==> config.mk <==
export PLATFORM = sky130hd
export DESIGN_NAME = svpwm_queue
export DESIGN_NICKNAME = d
export VERILOG_FILES = /design/src/sv/svpwm_pkg.sv /design/src/sv/svpwm_queue.sv
export SDC_FILE = /design/constraint.sdc
export NUM_CORES = 1
export LEC_CHECK = 0
export ABC_AREA = 1
export BUFFER_PORTS_ARGS = -buffer_cell sky130_fd_sc_hd__buf_2
export CORE_MARGIN = 3
export CORE_UTILIZATION = 41
export DETAILED_ROUTE_END_ITERATION = 6
export PLACE_DENSITY = 0.65
export SKIP_CTS_REPAIR_TIMING = 1
export SLEW_MARGIN = 30
export SYNTH_ARGS = -nofsm -noshare
export SYNTH_HDL_FRONTEND = slang
export SYNTH_SLANG_ARGS = --single-unit
==> constraint.sdc <==
create_clock -name clk -period 4.8 [get_ports clk]
set_clock_uncertainty 0.15 [all_clocks]
set_input_delay 0.96 -clock clk [delete_from_list [all_inputs] [get_ports clk]]
set_output_delay 0.96 -clock clk [all_outputs]
set_load 0.005 [all_outputs]
==> src/sv/svpwm_pkg.sv <==
// ----------------------------------------------------------------------------
// svpwm_pkg
// Shared types, constants and the quarter-wave sine table of the SVPWM block.
// ----------------------------------------------------------------------------
package svpwm_pkg;

    localparam int ANGLE_FRAC_BITS_DEF = 8;
    localparam int SQRT3_HALF_Q15      = 28378;
    localparam int INV_SQRT3_Q16       = 37837;
    localparam int QUEUE_DEPTH         = 2;
    localparam logic [15:0] PWM_PERIOD_RESET = 16'd1000;

    localparam logic [2:0] SECTOR_NONE = 3'd0;
    localparam logic [2:0] SECTOR_1    = 3'd1;
    localparam logic [2:0] SECTOR_2    = 3'd2;
    localparam logic [2:0] SECTOR_3    = 3'd3;
    localparam logic [2:0] SECTOR_4    = 3'd4;
    localparam logic [2:0] SECTOR_5    = 3'd5;
    localparam logic [2:0] SECTOR_6    = 3'd6;

    localparam logic [15:0] SINE_Q15 [0:90] = '{
        16'd0, 16'd572, 16'd1144, 16'd1715, 16'd2286, 16'd2856, 16'd3425, 16'd3993,
        16'd4560, 16'd5126, 16'd5690, 16'd6252, 16'd6813, 16'd7371, 16'd7927,
        16'd8481, 16'd9032, 16'd9580, 16'd10126, 16'd10668, 16'd11207, 16'd11743,
        16'd12275, 16'd12803, 16'd13328, 16'd13848, 16'd14365, 16'd14876,
        16'd15384, 16'd15886, 16'd16384, 16'd16877, 16'd17364, 16'd17847,
        16'd18324, 16'd18795, 16'd19261, 16'd19720, 16'd20174, 16'd20622,
        16'd21063, 16'd21498, 16'd21926, 16'd22348, 16'd22763, 16'd23170,
        16'd23571, 16'd23965, 16'd24351, 16'd24730, 16'd25102, 16'd25466,
        16'd25822, 16'd26170, 16'd26510, 16'd26842, 16'd27166, 16'd27482,
        16'd27789, 16'd28088, 16'd28378, 16'd28660, 16'd28932, 16'd29197,
        16'd29452, 16'd29698, 16'd29935, 16'd30163, 16'd30382, 16'd30592,
        16'd30792, 16'd30983, 16'd31164, 16'd31336, 16'd31499, 16'd31651,
        16'd31795, 16'd31928, 16'd32052, 16'd32166, 16'd32270, 16'd32365,
        16'd32449, 16'd32524, 16'd32588, 16'd32643, 16'd32688, 16'd32723,
        16'd32748, 16'd32763, 16'd32768
    };

    // One classified request: clamped command magnitudes with their signs.
    typedef struct packed {
        logic        zero_bus;
        logic [14:0] bus;
        logic        q_neg;
        logic [14:0] q_mag;
        logic        d_neg;
        logic [14:0] d_mag;
        logic        ang_neg;
        logic [31:0] ang_mag;
    } svpwm_req_t;

    typedef enum logic [3:0] {
        ST_IDLE, ST_DIV, ST_ANG, ST_SIN, ST_COS, ST_ROT1, ST_ROT2,
        ST_SUM, ST_BS, ST_SECT, ST_T0, ST_T1, ST_DUTY, ST_DONE
    } svpwm_state_t;

endpackage

==> src/sv/svpwm_queue.sv <==
// ----------------------------------------------------------------------------
// svpwm_queue
// Two-entry request queue between the front and the back.
// ----------------------------------------------------------------------------
module svpwm_queue
    import svpwm_pkg::*;
(
    input  logic       clk,
    input  logic       rst_n,
    input  logic       push,
    input  svpwm_req_t push_data,
    output logic       full,
    input  logic       pop,
    output logic       not_empty,
    output svpwm_req_t pop_data
);

    localparam int PW = $clog2(QUEUE_DEPTH);

    svpwm_req_t      entry_reg [QUEUE_DEPTH];
    logic [PW-1:0]   wr_ptr_reg, wr_ptr_next;
    logic [PW-1:0]   rd_ptr_reg, rd_ptr_next;
    logic [PW:0]     count_reg, count_next;

    assign full      = (count_reg == (PW+1)'(QUEUE_DEPTH));
    assign not_empty = (count_reg != '0);
    assign pop_data  = entry_reg[rd_ptr_reg];

    always_comb
    begin
        wr_ptr_next = push ? wr_ptr_reg + 1'b1 : wr_ptr_reg;
        rd_ptr_next = pop ? rd_ptr_reg + 1'b1 : rd_ptr_reg;
        count_next  = count_reg + (PW+1)'(push) - (PW+1)'(pop);
    end

    always_ff @(posedge clk or negedge rst_n)
    begin
        if (!rst_n)
        begin
            wr_ptr_reg <= '0;
            rd_ptr_reg <= '0;
            count_reg  <= '0;
        end
        else
        begin
            wr_ptr_reg <= wr_ptr_next;
            rd_ptr_reg <= rd_ptr_next;
            count_reg  <= count_next;
        end
    end

    always_ff @(posedge clk)
    begin
        if (push)
        begin
            entry_reg[wr_ptr_reg] <= push_data;
        end
    end

endmodule

## Yosys cells after proc, flatten, opt, wreduce, memory -nomap -nowiden

Memory sizes are Yosys's and may differ from the RTL's.
Cells that the tools add are included.
W data, S select, Z words.

- Add/sub/neg operators: 4
- Eq/ne operators: 1
- Reductions and logical operators: 1
- Multiplexer cells: 2

Operator list:

| cell | count |
|---|---|
| $add A1 B1 Y1 const B | 2 |
| $add A2 B1 Y2 | 1 |
| $eq A2 B2 Y1 const B | 1 |
| $mux W1 | 2 |
| $reduce_bool A2 Y1 | 1 |
| $sub A2 B1 Y2 | 1 |

- RAM bits: 162
- Bits of input ports: 85
- Word-level logic and storage cells: 12
- Memories kept: 1
- Register bits: 4

Memories:

| memory | words | width | read ports | clocked after memory_dff | wr ports | RTL line | text |
|---|---|---|---|---|---|---|---|
| entry_reg | 2 | 81 | 1 | 0 | 1 | svpwm_queue.sv:20 | `svpwm_req_t entry_reg [QUEUE_DEPTH];` |

## Logic depth before layout (Yosys ltp)

Gate-level depths: netlist (run 1).

- Depth in word-level cells: 2
- Depth in mapped cells: 7

## Worst setup path before layout (run 1)

Ideal clock, no wire load.

- Path kind: input-to-reg
- Start: input push
- End: memory entry_reg[0][0] in the netlist's numbering, enable pin
- Required time: 4,127 ps
- Cell stages on the path: 2
- Arrival: 4,393 ps
- Path slack: -266 ps
- Path buffers: 0
- Path through: inv_1 > nor2_1

- Word-level cells in the longest chain between the ends: 2

RTL lines:

| item | RTL line | text |
|---|---|---|
| start: declaration | svpwm_queue.sv:10 | `input logic push,` |
| $mux W1 | svpwm_queue.sv:54 | `if (push)` |
| $mux W1 (not written as such) | svpwm_queue.sv:56 | `entry_reg[wr_ptr_reg] <= push_data;` |
| end: declaration | svpwm_queue.sv:20 |  |

No other way between the ends.

==> flow_summary.ini, run 1 <==
[status]
outcome = finished clean

[yosys]
yosysWarnings = 0
yosysTopAreaCell = edfxtp_1
avgSynthCellArea_um2 = 14.05
yosysUniqueCellTypes = 15
synth_top_area_share_pct = 77.28
yosysSeqAreaShare_pct = 78.87
syn_area_um2 = 6295
syn-num-nets = 535
synthTopCellsByArea = edfxtp_1, inv_1, nand2_1, o21ai_0, buf_12
synth-seq-cells = 166
synth_cells = 448

[drt]
vias = 3695
drt-total-wl_mm = 11.10
route.detailed.drc = 0
dr.pass1.iters = 4
routedWlPerCell_um = 13.60
drtAntennaViolNets = 0
vias_per_cell = 4.528
drt_iter0_drc = 257

[sta]
setup_tns_ns = 0
timing.hold.ws_ns = 0.2019
min_period_ns = 3.143
tightest_slew_ns = 0.7940
timing.final.max_slew_violations = 0
setup_violations = 0
final_hold_viol_count = 0
fin_crit_sh_pct = 65.48
relSlewSlack_pct = 47.07
rsz0062_at_grt = false
max_freq_mhz = 318.2

[finish]
final_util_pct = 52.90
nNetsFinal = 706
drive_gt1_share_pct = 31.65
synthToLayoutAreaGrowth_pct = 23.99
fillCellCount = 1246
largest_reg_flops = 162
diodes = 0
layout_common_cells = buf_2, edfxtp_1, nand2_1, inv_1, o21ai_0
final_common_cell = buf_2
fin_cells = 816

[die]
row_count = 44
coreArea_um2 = 14750
die_h_um = 129.9
num_io_pins = 168
start_util_pct = 42.66
die_w_um = 129.9
die_area_um2 = 16880

[critical_path]
cp-start-kind = register
critical_path_class = reg -> out
endpoint_kind = output port
cp_num_cells = 4
cpPeakStageDelay_ns = 0.86
path_delay_family = flip-flops
worstPathMaxFanout = 88
rr_worst_depth = 2
crit_arrival_ns = 2.03
critical_path_buf_inv_count = 2
path_cells = buf_12 > nand2_1 > o21ai_0 > buf_2
crit_slowest_cell = dfrtp_4
rrSetupSlack_ns = 3.06
timing.rr.end = entry_reg[0][73]
r2r_start = wr_ptr_reg
crit_required_ns = 3.69

[pwr]
vdd_drop_max_uv = 252.4
combPwrFrac_pct = 23.7
power-per-cell-area_nw_per_um2 = 572.4
p_total_mw = 4.468
intPower_mw = 3.176
pwr-share-seq_pct = 46.4
power_leakage_nw = 3.345
p_sw_share_pct = 28.92
p_switching_mw = 1.292
power_frac_clock_pct = 29.9

[global_route]
globalRouteTotalUtil_pct = 13.54
antenna_found_initial = 1
overflow = 0
first_global_vias = 3703
grt_max_degree = 89
grt_pass1_wl_mm = 17.48

[clock_network]
cts_buffers = 17
cts_tree = built
clk-insertion-delay-late_ns = 0.40
cts_htree_levels = 4
cts.sinks = 166
path_clk_slew_ns = 0.06
ctsLongestPathBuffers = 2
clock-root-buffer = clkbuf_16

[place]
dp.cells = 784
portBuffers = 167
gp_congestion = 0.7207
post-dp-hpwl_mm = 7.383

[min_path]
hp-class = in -> async

[flow_run]
cap_viol_max_count = 0
[per-stage QoR]
stage                     setup WS [ns]  instance area (µm²)
final                             1.657                 7805
after global routing              1.415                 7805
after CTS                         1.603                 7805
after detailed placement          2.050                 7216
after global placement            2.070                 7212
after floorplan                   1.139                 6297
[routing by layer]
metal | up-vias | GRT usage, % | wire, µm
met1 | 1706 | 15.23 | 4475
met4 | 2 | 5.134 | 145
met2 | 126 | 22.29 | 5291
met5 | - | 0 | 13
met3 | 14 | 6.713 | 1175
li1 | 1847 | - | -
[worst max-delay path by stage]
stage	startpoint	endpoint	slack (ns)
finish	rd_ptr_reg	pop_data[75]	1.66
floorplan	push	entry_reg[0][0]	1.14
global placement	rd_ptr_reg	pop_data[77]	2.07
global route	rd_ptr_reg	pop_data[77]	1.41
detailed placement	rd_ptr_reg	pop_data[73]	2.05
CTS	rd_ptr_reg	pop_data[77]	1.60
[cell usage after synthesis]
cell and number:
clkbuf_1 6, dfrtp_1 4, clkbuf_2 1, buf_12 8
nor2_1 2, xor2_1 2, edfxtp_1 162, inv_1 88
nand2_1 88, buf_2 2, o21ai_0 62, nand3_1 1
ha_1 2, buf_6 1, o21ai_1 19
[power by group through the flow]
| stage | Combinational [mW] | Sequential (mW) | Clock, mW |
|---|---|---|---|
| after global placement | 1.07 | 2.10 | 0 |
| after global routing | 1.22 | 2.11 | 1.43 |
| after floorplan | 0.765 | 2.02 | 0 |
| after CTS | 1.10 | 2.08 | 1.37 |
| after detailed placement | 1.09 | 2.11 | 0 |
| final | 1.06 | 2.07 | 1.34 |
[kinds of logic after synthesis]
| family | share of synthesized area, % |
|---|---|
| flip-flops | 78.87 |
| AND/OR/NAND/NOR | 5.446 |
| AO/OA/AOI/OAI | 6.440 |
| buffers and inverters | 8.567 |
| adder cells (fa/ha/maj) | 0.3975 |
| XOR/XNOR | 0.2783 |
[final cells by class]
type	count	area [µm²]	area share, %
clock inverters	12	152.6	1.956
multi-input cells	176	798.3	10.23
flip-flops and latches	166	4969	63.66
clock buffers	20	436.7	5.595
repair buffers	170	887.1	11.37
inverters	88	331.6	4.248
well taps	184	230.2	2.950
Note: power is estimated with default switching activity, not from simulation.
==> inputs of run 2 (changes only) <==
--- a/config.mk
+++ b/config.mk
@@ -10,7 +10,7 @@
 export CORE_MARGIN = 3
 export CORE_UTILIZATION = 41
 export DETAILED_ROUTE_END_ITERATION = 6
-export PLACE_DENSITY = 0.65
+export PLACE_DENSITY = 0.63
 export SKIP_CTS_REPAIR_TIMING = 1
 export SLEW_MARGIN = 30
 export SYNTH_ARGS = -nofsm -noshare
==> constraint.sdc (replaced) <==
create_clock -name clk -period 3.1 [get_ports clk]
set_clock_uncertainty 0.15 [all_clocks]
set_input_delay 0.62 -clock clk [delete_from_list [all_inputs] [get_ports clk]]
set_output_delay 0.62 -clock clk [all_outputs]
set_load 0.005 [all_outputs]
==> run 2 against run 1 <==
  * Die area did not move
  * First-iteration DRC count fell by 11%
  * Clock power rose by 49%
==> flow_summary.ini, run 2 (synthesis results as in run 1) <==
[die]
die_w_um = 129.9
start_util_pct = 42.66
die_h_um = 129.9
row_count = 44
die_area_um2 = 16880
num_io_pins = 168
coreArea_um2 = 14750

[critical_path]
cp-start-kind = register
rr_worst_depth = 2
critical_path_class = reg -> out
crit_arrival_ns = 1.73
crit_required_ns = 2.33
timing.rr.end = entry_reg[0][0]
worstPathMaxFanout = 44
endpoint_kind = output port
r2r_start = wr_ptr_reg
rrSetupSlack_ns = 1.47

[clock_network]
cts_htree_levels = 4
cts.sinks = 166
path_clk_slew_ns = 0.06
cts_buffers = 17
clock-root-buffer = clkbuf_16
clk-insertion-delay-late_ns = 0.41
cts_tree = built
ctsLongestPathBuffers = 2

[sta]
setup_violations = 0
timing.final.max_slew_violations = 0
fin_crit_sh_pct = 80.67
rsz0062_at_grt = false
relSlewSlack_pct = 55.78
setup_ws_ns = 0.5994
max_freq_mhz = 399.9
setup_tns_ns = 0
tightest_slew_ns = 0.6633
min_period_ns = 2.501
final_hold_viol_count = 0

[finish]
final_common_cell = buf_2
diodes = 0
synthToLayoutAreaGrowth_pct = 24.01
nNetsFinal = 710
fillCellCount = 1304
final_util_pct = 52.91
layout_common_cells = buf_2, edfxtp_1, nand2_1, inv_1, o21ai_0
fin_cells = 820
largest_reg_flops = 162
drive_gt1_share_pct = 32.08

[place]
gp_congestion = 0.7015
dpl_worst_slack_ns = 1.017
dp.cells = 787
portBuffers = 167
post-dp-hpwl_mm = 7.489

[drt]
routedWlPerCell_um = 13.87
vias = 3716
drt-total-wl_mm = 11.37
drtAntennaViolNets = 0
vias_per_cell = 4.532
route.detailed.drc = 0
drt_iter0_drc = 229
dr.pass1.iters = 4

[flow_run]
cap_viol_max_count = 0

[pwr]
power_leakage_nw = 3.365
vdd_drop_max_uv = 499.7
p_total_mw = 6.871
power-per-cell-area_nw_per_um2 = 880.2

[status]
outcome = finished clean

[global_route]
antenna_found_initial = 4
overflow = 0
grt_pass1_wl_mm = 17.59
globalRouteTotalUtil_pct = 13.71
grt_max_degree = 82
first_global_vias = 3657

[min_path]
hp-class = in -> reg
hold_path_depth = 1
hold_start = push_data[75]
worstHoldEndpoint = entry_reg[1][75]
-- run 2: worst max-delay path by stage --
stage | start | endpoint | slack, ns | cells after the start
floorplan | push | entry_reg[1][0] | 0.27 | 2
global placement | rd_ptr_reg | pop_data[60] | 1.04 | 3
detailed placement | rd_ptr_reg | pop_data[60] | 1.02 | 3
CTS | rd_ptr_reg | pop_data[60] | 0.56 | 3
global route | rd_ptr_reg | pop_data[5] | 0.44 | 4
finish | rd_ptr_reg | pop_data[60] | 0.60 | 3
-- run 2: layer usage --
metal | vias up | track usage [%] | part of all wire (%)
met3 | 16 | 6.713 | 8.6
met5 | - | 0 | 0.37
met2 | 127 | 21.50 | 47
met1 | 1707 | 16.64 | 43
met4 | 8 | 4.768 | 1.0
li1 | 1858 | - | -
-- run 2: per-stage QoR --
stage,instance area (µm²),hold WS [ns]
after floorplan,6302,0.1744
after global placement,7234,0.2794
after detailed placement,7234,0.2843
after CTS,7796,-0.1664
after global routing,7806,0.2194
final,7806,0.2419
-- run 2: report_power, final --
| group | switching (mW) | internal [mW] |
|---|---|---|
| clock network | 0.793 | 1.20 |
| registers | 0.136 | 2.98 |
| logic | 1.07 | 0.685 |
-- run 2: worst max-delay path, cell delays in order (launching register included) --
cell,delay (ns)
dfrtp_4,0.54
buf_4,0.40
o21ai_0,0.20
buf_2,0.16
-- run 2: cell type report --
cell class                      instances  area [µm²]  share of cell area (%)
Timing Repair Buffer                  174       915.9                   11.73
Clock inverter                         10       107.6                   1.378
Clock buffer                           22       454.2                   5.818
Sequential cell                       166        4969                   63.65
Inverter                               88       331.6                   4.247
Tap cell                              184       230.2                   2.949
Multi-Input combinational cell        176       798.3                   10.23
