**src/sv/svpwm_pkg.sv**
```systemverilog
// ----------------------------------------------------------------------------
// svpwm_pkg
// Shared types, constants and the quarter-wave sine table of the SVPWM block.
// ----------------------------------------------------------------------------
package svpwm_pkg;

    localparam int ANGLE_FRAC_BITS_DEF = 8;
    localparam int SQRT3_HALF_Q15      = 28378;
    localparam int INV_SQRT3_Q16       = 37837;
    localparam int QUEUE_DEPTH         = 2;
    localparam logic [15:0] PWM_PERIOD_RESET = 16'd1000;

    localparam logic [2:0] SECTOR_NONE = 3'd0;
    localparam logic [2:0] SECTOR_1    = 3'd1;
    localparam logic [2:0] SECTOR_2    = 3'd2;
    localparam logic [2:0] SECTOR_3    = 3'd3;
    localparam logic [2:0] SECTOR_4    = 3'd4;
    localparam logic [2:0] SECTOR_5    = 3'd5;
    localparam logic [2:0] SECTOR_6    = 3'd6;

    localparam logic [15:0] SINE_Q15 [0:90] = '{
        16'd0, 16'd572, 16'd1144, 16'd1715, 16'd2286, 16'd2856, 16'd3425, 16'd3993,
        16'd4560, 16'd5126, 16'd5690, 16'd6252, 16'd6813, 16'd7371, 16'd7927,
        16'd8481, 16'd9032, 16'd9580, 16'd10126, 16'd10668, 16'd11207, 16'd11743,
        16'd12275, 16'd12803, 16'd13328, 16'd13848, 16'd14365, 16'd14876,
        16'd15384, 16'd15886, 16'd16384, 16'd16877, 16'd17364, 16'd17847,
        16'd18324, 16'd18795, 16'd19261, 16'd19720, 16'd20174, 16'd20622,
        16'd21063, 16'd21498, 16'd21926, 16'd22348, 16'd22763, 16'd23170,
        16'd23571, 16'd23965, 16'd24351, 16'd24730, 16'd25102, 16'd25466,
        16'd25822, 16'd26170, 16'd26510, 16'd26842, 16'd27166, 16'd27482,
        16'd27789, 16'd28088, 16'd28378, 16'd28660, 16'd28932, 16'd29197,
        16'd29452, 16'd29698, 16'd29935, 16'd30163, 16'd30382, 16'd30592,
        16'd30792, 16'd30983, 16'd31164, 16'd31336, 16'd31499, 16'd31651,
        16'd31795, 16'd31928, 16'd32052, 16'd32166, 16'd32270, 16'd32365,
        16'd32449, 16'd32524, 16'd32588, 16'd32643, 16'd32688, 16'd32723,
        16'd32748, 16'd32763, 16'd32768
    };

    // One classified request: clamped command magnitudes with their signs.
    typedef struct packed {
        logic        zero_bus;
        logic [14:0] bus;
        logic        q_neg;
        logic [14:0] q_mag;
        logic        d_neg;
        logic [14:0] d_mag;
        logic        ang_neg;
        logic [31:0] ang_mag;
    } svpwm_req_t;

    typedef enum logic [3:0] {
        ST_IDLE, ST_DIV, ST_ANG, ST_SIN, ST_COS, ST_ROT1, ST_ROT2,
        ST_SUM, ST_BS, ST_SECT, ST_T0, ST_T1, ST_DUTY, ST_DONE
    } svpwm_state_t;

endpackage

```
**src/sv/svpwm_in_if.sv**
```systemverilog
// ----------------------------------------------------------------------------
// svpwm_in_if
// Request channel: bus voltage, dq voltage commands and electrical angle.
// ----------------------------------------------------------------------------
interface svpwm_in_if;
    logic               valid;
    logic               ready;
    logic        [14:0] bus_voltage;
    logic signed [15:0] q_voltage;
    logic signed [15:0] d_voltage;
    logic signed [31:0] electrical_angle;

    modport source (output valid, bus_voltage, q_voltage, d_voltage, electrical_angle,
                    input ready);
    modport sink   (input valid, bus_voltage, q_voltage, d_voltage, electrical_angle,
                    output ready);
endinterface

```
**src/sv/svpwm_front.sv**
```systemverilog
// ----------------------------------------------------------------------------
// svpwm_front
// Accepts requests, clamps the commands to the bus and splits sign/magnitude.
// ----------------------------------------------------------------------------
module svpwm_front
    import svpwm_pkg::*;
(
    svpwm_in_if.sink   cmd,
    input  logic       queue_full,
    output logic       push,
    output svpwm_req_t req
);

    logic [16:0] q_abs;
    logic [16:0] d_abs;

    assign cmd.ready = !queue_full;
    assign push      = cmd.valid && !queue_full;

    assign q_abs = cmd.q_voltage[15] ? 17'(-$signed({cmd.q_voltage[15], cmd.q_voltage}))
                                     : 17'(cmd.q_voltage);
    assign d_abs = cmd.d_voltage[15] ? 17'(-$signed({cmd.d_voltage[15], cmd.d_voltage}))
                                     : 17'(cmd.d_voltage);

    always_comb
    begin
        req.zero_bus = (cmd.bus_voltage == 15'd0);
        req.bus      = cmd.bus_voltage;
        req.q_neg    = cmd.q_voltage[15];
        req.q_mag    = (q_abs > 17'(cmd.bus_voltage)) ? cmd.bus_voltage : q_abs[14:0];
        req.d_neg    = cmd.d_voltage[15];
        req.d_mag    = (d_abs > 17'(cmd.bus_voltage)) ? cmd.bus_voltage : d_abs[14:0];
        req.ang_neg  = cmd.electrical_angle[31];
        req.ang_mag  = cmd.electrical_angle[31] ? 32'(-cmd.electrical_angle)
                                                : 32'(cmd.electrical_angle);
    end

endmodule

```
**src/flat_wrapper.sv**
```systemverilog
// flat-port wrapper written by rule: the top's interface ports become plain ports
module svpwm_front_flat import svpwm_pkg::*;
  (queue_full, push, req, cmd_valid, cmd_bus_voltage, cmd_q_voltage, cmd_d_voltage, cmd_electrical_angle, cmd_ready);
  svpwm_in_if cmd_i ();
  input  logic queue_full;
  output logic push;
  output svpwm_req_t req;
  input wire logic [$bits(cmd_i.valid)-1:0] cmd_valid;
  input wire logic [$bits(cmd_i.bus_voltage)-1:0] cmd_bus_voltage;
  input wire logic [$bits(cmd_i.q_voltage)-1:0] cmd_q_voltage;
  input wire logic [$bits(cmd_i.d_voltage)-1:0] cmd_d_voltage;
  input wire logic [$bits(cmd_i.electrical_angle)-1:0] cmd_electrical_angle;
  output wire logic [$bits(cmd_i.ready)-1:0] cmd_ready;
  assign cmd_i.valid = cmd_valid;
  assign cmd_i.bus_voltage = cmd_bus_voltage;
  assign cmd_i.q_voltage = cmd_q_voltage;
  assign cmd_i.d_voltage = cmd_d_voltage;
  assign cmd_i.electrical_angle = cmd_electrical_angle;
  assign cmd_ready = cmd_i.ready;
  svpwm_front u_core (.cmd(cmd_i), .queue_full(queue_full), .push(push), .req(req));
endmodule
```
**config.mk**
```make
export PLATFORM = sky130hd
export DESIGN_NAME = svpwm_front_flat
export DESIGN_NICKNAME = d
export VERILOG_FILES = /design/src/sv/svpwm_pkg.sv /design/src/sv/svpwm_in_if.sv /design/src/sv/svpwm_front.sv /design/src/flat_wrapper.sv
export SDC_FILE = /design/constraint.sdc
export NUM_CORES = 1
export LEC_CHECK = 0
export ABC_CLOCK_PERIOD_IN_PS = 6000
export BUFFER_PORTS_ARGS = -buffer_cell sky130_fd_sc_hd__buf_2
export CORE_ASPECT_RATIO = 1.2
export CORE_MARGIN = 3
export CORE_UTILIZATION = 35
export DETAILED_ROUTE_END_ITERATION = 8
export GPL_TIMING_DRIVEN = 0
export PLACE_DENSITY = 0.73
export SETUP_SLACK_MARGIN = 0.1
export SLEW_MARGIN = 20
export SYNTH_ARGS = -nofsm -noshare
export SYNTH_HDL_FRONTEND = slang
export SYNTH_SLANG_ARGS = --single-unit
export TNS_END_PERCENT = 10
```
**constraint.sdc**
```tcl
create_clock -name vclk -period 6
set_input_delay 0.6 -clock vclk [all_inputs]
set_output_delay 0.6 -clock vclk [all_outputs]
set_load 0.01 [all_outputs]
```
After elaboration in Yosys (flattened, before gate mapping). Cells that the tools add are included.

Flip-flop bits (word level): 0. Latch bits: 0. RAM bits: 0. Memory bits (read-only): 0. Input bits: 81. Output and inout bits: 83. Logic and storage cells: 13. Memories: 0.

Add/subtract/negate cells: 3. $mul: 0. Divide/modulo/power cells: 0. Order comparisons: 2. Equality and inequality tests: 0. Shifts and indexed selects: 0. Muxes and demuxes: 5. Bitwise operators: 0. Reductions and logical operators: 3.

Operators with widths (number): $gt A17 B15 Y1 (2); $mux W17 (2); $neg A16 Y17 (2); $mux W32 (1); $neg A32 Y32 (1); $mux W15 (2); $logic_not A15 Y1 (1); $logic_and A1 B1 Y1 (1); $logic_not A1 Y1 (1).

Logic depth before layout (Yosys ltp). Gate-level depths: netlist (run 1).

Word-level depth: 4. Depth in mapped cells: 14. Mapped depth without buffers: 13.

Worst setup path after synthesis (run 1). No wires, ideal clock.

Kind: input to output. Start: input cmd_q_voltage[5]. End: output req[53] in the netlist's numbering. Arrival: 3946 ps. Required time: 5400 ps. Setup slack: 1454 ps. Cell stages on the path: 12. Cell sequence: or4_4 or3_4 o41ai_1 xnor2_1 ha_1 nand4_1 or4_1 nor2_1 o21ai_2 a41oi_4 buf_6 mux2_4.

RTL lines: start: declaration (RTL line flat_wrapper.sv:10) `input wire logic [$bits(cmd_i.q_voltage)-1:0] cmd_q_voltage;`; end: declaration (RTL line flat_wrapper.sv:7) `output svpwm_req_t req;`.

==> impl_metrics.json, run 1 <==
{
  "outcome": "finished, final reports clean",
  "coreArea_mm2": 0.00694,
  "drive_above_1_share_pct": 45.6,
  "syn_avg_cell_area_um2": 7.72,
  "cp.depth": 14,
  "grt_overflow": 0,
  "finalPower_uw": 374,
  "layout_common_cells": "buf_2 (164), xnor2_1 (53), ha_1 (33)",
  "dpl-instance-area_mm2": 0.00345,
  "die_area_mm2": 0.00827,
  "relSlewSlack_pct": 48.9,
  "grt_usage_pct": 19.0,
  "syn_inst": 327,
  "rsz0062_at_grt": "false",
  "hold_slack_ns": 1.44,
  "yosys_warnings": 0,
  "ctsResizeCount": 0,
  "synth.distinct_cells": 42,
  "dp_hpwl_mm": 7.45,
  "path_cells": "buf_2 -> or4_4 -> or3_4 -> o41ai_1 -> xnor2_1 -> ha_1 -> nand4_1 -> or4_1 -> nor2_1 -> o21ai_2 -> a41oi_4 -> buf_6 -> mux2_4 -> buf_2",
  "clock_buffers": 0,
  "finalWirelength_mm": 8.37,
  "seqCellArea_um2": 0,
  "slowest_delay_ns": 0.60,
  "drc_errors": 0,
  "grt_pass1_vias": 2913,
  "ys_top_cells_by_area": "xnor2_1 (18%), ha_1 (16%), mux2_2 (8.9%)",
  "port_buffers": 164,
  "swShare_pct": 51.1,
  "crit_arrival_ns": 4.49,
  "worst_slack_ns": 0.911,
  "setup_viol": 0,
  "grt_pass1_wl_mm": 13.6,
  "synth_area_leader_cell": "xnor2_1",
  "switching_power_uw": 191,
  "cpMaxStageDelayCell": "or4_1",
  "drv_slew": 0,
  "layout_commonest_cell": "buf_2",
  "maxCapViolCount": 0,
  "place.gp.congestion": 0.895,
  "critical_path_class": "in -> out",
  "worstSetupStartpointType": "primary input",
  "die_x_um": 83.5,
  "finalHoldViolCount": 0,
  "power.share.clock_pct": 0,
  "syn-num-nets": 441,
  "chipHeight_um": 99.0,
  "period_share_pct": 84.8,
  "power.density_mw_per_mm2": 108,
  "drtIter0Drc": 79,
  "hp-class": "in -> out",
  "path_buf_inv": 3,
  "rows": 33,
  "ir_drop_mv": 0.0708,
  "diodes": 0,
  "antenna_found_initial": 0,
  "crit_end": "req[53]",
  "p_seq_share_pct": 0,
  "wl_per_cell_um": 14.5,
  "place_ws_ns": 0.914,
  "internal_power_uw": 183,
  "power.leakage_uw": 0.00168,
  "area_growth_pct": 36.8,
  "fmax_ghz": 0.196,
  "comb_power_share_pct": 100.0,
  "ios": 164,
  "cpMostUsedCell": "buf_2",
  "end_kind": "primary output",
  "path_max_fanout": 10,
  "seq_cell_count": 0,
  "fin_tns_setup_ns": 0,
  "final_area_mm2": 0.00345,
  "worst_pin_slew_ns": 0.760,
  "cts_setup_buffers": 0,
  "firstDrtPassIters": 4,
  "ant_nets": 0,
  "yosysSeqAreaShare_pct": 0,
  "vias": 3065,
  "syn_area_mm2": 0.00252,
  "worstPathRequired_ns": 5.40,
  "vias_per_cell": 5.30,
  "nNetsFinal": 607,
  "initial_core_util_pct": 36.4,
  "holdBufCountCts": 0,
  "cp-startpoint": "cmd_q_voltage[5]",
  "min_period_ns": 5.09,
  "grt_max_degree": 11,
  "synth_top_area_share_pct": 18.4,
  "path_delay_family": "simple AND/OR/NAND/NOR gates"
}
stage by stage:
stage	util, %	instances
detailed placement	49.8	578
global route	49.8	578
finish	49.8	578
CTS	49.8	578
global placement	49.8	578
floorplan	-	327
metal layers:
layer	vias up	wire length [µm]	GRT usage (%)
met1	1404	3200	20.8
met2	138	4280	38.2
met4	0	45	1.73
met5	-	0	0
li1	1519	-	-
met3	4	846	4.26
layout make-up:
type / instances / area (µm²)
repair buffers: 164 / 821
fillers: 706 / 3480
plain buffers: 28 / 191
inverters: 24 / 90.1
multi-input cells: 275 / 2240
well taps: 87 / 109
power by group through the flow:
stage | Sequential [µW] | Combinational, µW | Clock (µW)
6_report | 0 | 374 | 0
5_1_grt | 0 | 410 | 0
4_1_cts | 0 | 376 | 0
3_5_place_dp | 0 | 374 | 0
2_1_floorplan | 0 | 233 | 0
3_3_place_gp | 0 | 366 | 0
logic make-up (layout without fill, tap and decap cells):
kind of cell | count (synthesis) | in the layout | synth area share, %
xor gates and xnor gates | 55 | 55 | 19.1
muxes | 30 | 30 | 14.9
buffers and inverters | 52 | 216 | 11.2
AOI/OAI and AO/OA | 70 | 70 | 19.0
and+or+nand+nor | 87 | 87 | 19.5
adders and majority gates | 33 | 33 | 16.4
how the worst min path moves through the flow:
stage / start / to / slack [ns] / cells after the start
finish: queue_full / cmd_ready / 1.44 / 3
global route: queue_full / cmd_ready / 1.44 / 3
floorplan: queue_full / cmd_ready / 1.24 / 1
CTS: queue_full / cmd_ready / 1.44 / 3
detailed placement: queue_full / cmd_ready / 1.44 / 3
global placement: queue_full / cmd_ready / 1.44 / 3
tightest hold or removal path, delay by kind of cell:
family   cells  cell delay, ns
buf+inv      3            0.23
cell usage after synthesis (all sizes together):
| master | n |
|---|---|
| mux2 | 30 |
| and4b | 1 |
| nand2b | 7 |
| a41o | 1 |
| o2111ai | 1 |
| o31ai | 12 |
| a21oi | 11 |
| o41ai | 11 |
| nor4 | 7 |
| a211oi | 1 |
| inv | 24 |
| ha | 33 |
| o21a | 1 |
| or4 | 8 |
| a221oi | 1 |
| a221o | 1 |
| and4 | 1 |
| nor2b | 1 |
| o21ai | 26 |
| a41oi | 2 |
| nand3 | 6 |
| a21o | 2 |
| or2 | 1 |
| nand4 | 5 |
| or4b | 2 |
| xnor2 | 53 |
| buf | 23 |
| xor2 | 2 |
| nor3 | 6 |
| nor2 | 9 |
| or3 | 8 |
| nand2 | 25 |
| clkbuf | 5 |
Power figures use the tool's default switching activity.
==> inputs of run 2 (changes only) <==
- ABC_CLOCK_PERIOD_IN_PS: 6000 -> 4300
- PLACE_DENSITY: 0.73 -> 0.76
- clock period: 6 -> 4.3 ns (I/O delays scaled with it)
==> impl_metrics.json, run 2 (same netlist as run 1, synthesis figures left out) <==
{
  "worstSetupStartpointType": "primary input",
  "finalHoldViolCount": 0,
  "dp_hpwl_mm": 7.52,
  "fill_cells": 604,
  "diodes": 0,
  "fmax_ghz": 0.220,
  "rows": 33,
  "nNetsFinal": 620,
  "worst_slack_ns": -0.241,
  "drtIter0Drc": 99,
  "antenna_found_initial": 0,
  "clock_buffers": 0,
  "ir_drop_mv": 0.101,
  "layout_common_cells": "buf_2 (139), xnor2_1 (51), ha_1 (32)",
  "hp-class": "in -> out",
  "grt_usage_pct": 20.9,
  "die_area_mm2": 0.00827,
  "chipHeight_um": 99.0,
  "drc_errors": 0,
  "coreArea_mm2": 0.00694,
  "die_x_um": 83.5,
  "ant_nets": 0,
  "worstPathRequired_ns": 3.87,
  "area_growth_pct": 54.5,
  "worst_pin_slew_ns": 0.734,
  "grt_pass1_vias": 3233,
  "drive_above_1_share_pct": 49.8,
  "met2_usage_pct": 41.7,
  "wl_per_cell_um": 16.4,
  "path_max_fanout": 5,
  "dpl-instance-area_mm2": 0.00346,
  "rsz0062_at_grt": "true",
  "power.density_mw_per_mm2": 167,
  "violations": "setup timing",
  "grt_overflow": 0,
  "critical_path_class": "in -> out",
  "power.leakage_uw": 0.00190,
  "outcome": "finished, violations left",
  "grt_pass1_wl_mm": 14.8,
  "drv_slew": 0,
  "seq_cell_count": 0,
  "ios": 164,
  "grt-busiest-layer": "met2",
  "path_cells": "buf_2 -> or4_4 -> or3_4 -> o41ai_4 -> xnor2_1 -> ha_1 -> nand4_1 -> or4_4 -> nor2_4 -> o21ai_2 -> a41oi_4 -> buf_4 -> buf_6 -> mux2_4 -> buf_6",
  "grt_max_degree": 11,
  "fin_cells": 591,
  "cpMaxStageDelayCell": "or4_4",
  "place_inst": 578,
  "fin_tns_setup_ns": -3.39,
  "setup_viol": 15,
  "slowest_delay_ns": 0.59,
  "path_delay_family": "simple AND/OR/NAND/NOR gates",
  "firstDrtPassIters": 5,
  "seqCellArea_um2": 0,
  "relSlewSlack_pct": 50.6,
  "vias_per_cell": 5.51,
  "layout_commonest_cell": "buf_2",
  "final_area_mm2": 0.00390,
  "initial_core_util_pct": 36.4,
  "min_period_ns": 4.54,
  "crit_arrival_ns": 4.11,
  "end_kind": "primary output",
  "vias": 3257,
  "maxCapViolCount": 0,
  "use_met3_pct": 3.43,
  "period_share_pct": 106,
  "path_buf_inv": 4,
  "port_buffers": 164,
  "place.gp.congestion": 0.883,
  "met1_usage_pct": 22.0,
  "holdBufCountCts": 0,
  "finalWirelength_mm": 9.71,
  "finalPower_uw": 653
}
-- run 2: changes by cell type in the layout (fill, tap and decap cells not counted), moves of 2 or more --
cell	before	now
buf_4	19	29
buf_2	164	139
xnor2_2	0	2
buf_6	2	26
o21ai_0	25	23
or4_4	3	5
xnor2_1	53	51
mux2_4	10	22
mux2_2	20	8
or4_1	5	3
buf_8	0	2
-- run 2: metrics by stage --
step / utilization [%] / setup WS, ns / hold WS, ns
after floorplan: - / 0.171 / 0.904
after global placement: 49.9 / -0.356 / 1.09
after detailed placement: 49.9 / -0.411 / 1.10
after CTS: 54.7 / -0.150 / 1.10
after global routing: 56.2 / -0.336 / 1.12
final: 56.2 / -0.241 / 1.10
-- run 2: area by class of cell --
type,count,area [µm²],area share [%]
plain buffers,28,204,5.23
well taps,87,109,2.79
repair buffers,177,1110,28.4
multi-input cells,275,2390,61.3
inverters,24,90.1,2.31
-- run 2: final timing paths --
check | depth (start not counted) | startpoint | endpoint | slack, ns
hold / removal | 3 | queue_full | cmd_ready | 1.10
setup / recovery | 15 | cmd_q_voltage[3] | req[50] | -0.24
-- run 2: report_power, final --
part	internal, µW	switching [µW]	total, µW	leakage (µW)
Clock	0	0	0	0
Combinational	345	307	653	0.00190
Sequential	0	0	0	0
-- run 2: what timing repair did --
item | in CTS | in global routing
buffers inserted | 8 | 4
gates resized for setup | 49 | 17
cloned | 1 | 0
pin swaps | 13 | 10
endpoints found under the setup margin | 30 | 30
-- run 2: layer usage --
metal	part of all wire (%)	wire length, µm	vias to the layer above
li1	-	-	1546
met1	34	3330	1508
met2	53	5190	178
met3	9.1	881	25
met4	3.2	306	0
met5	0	0	-
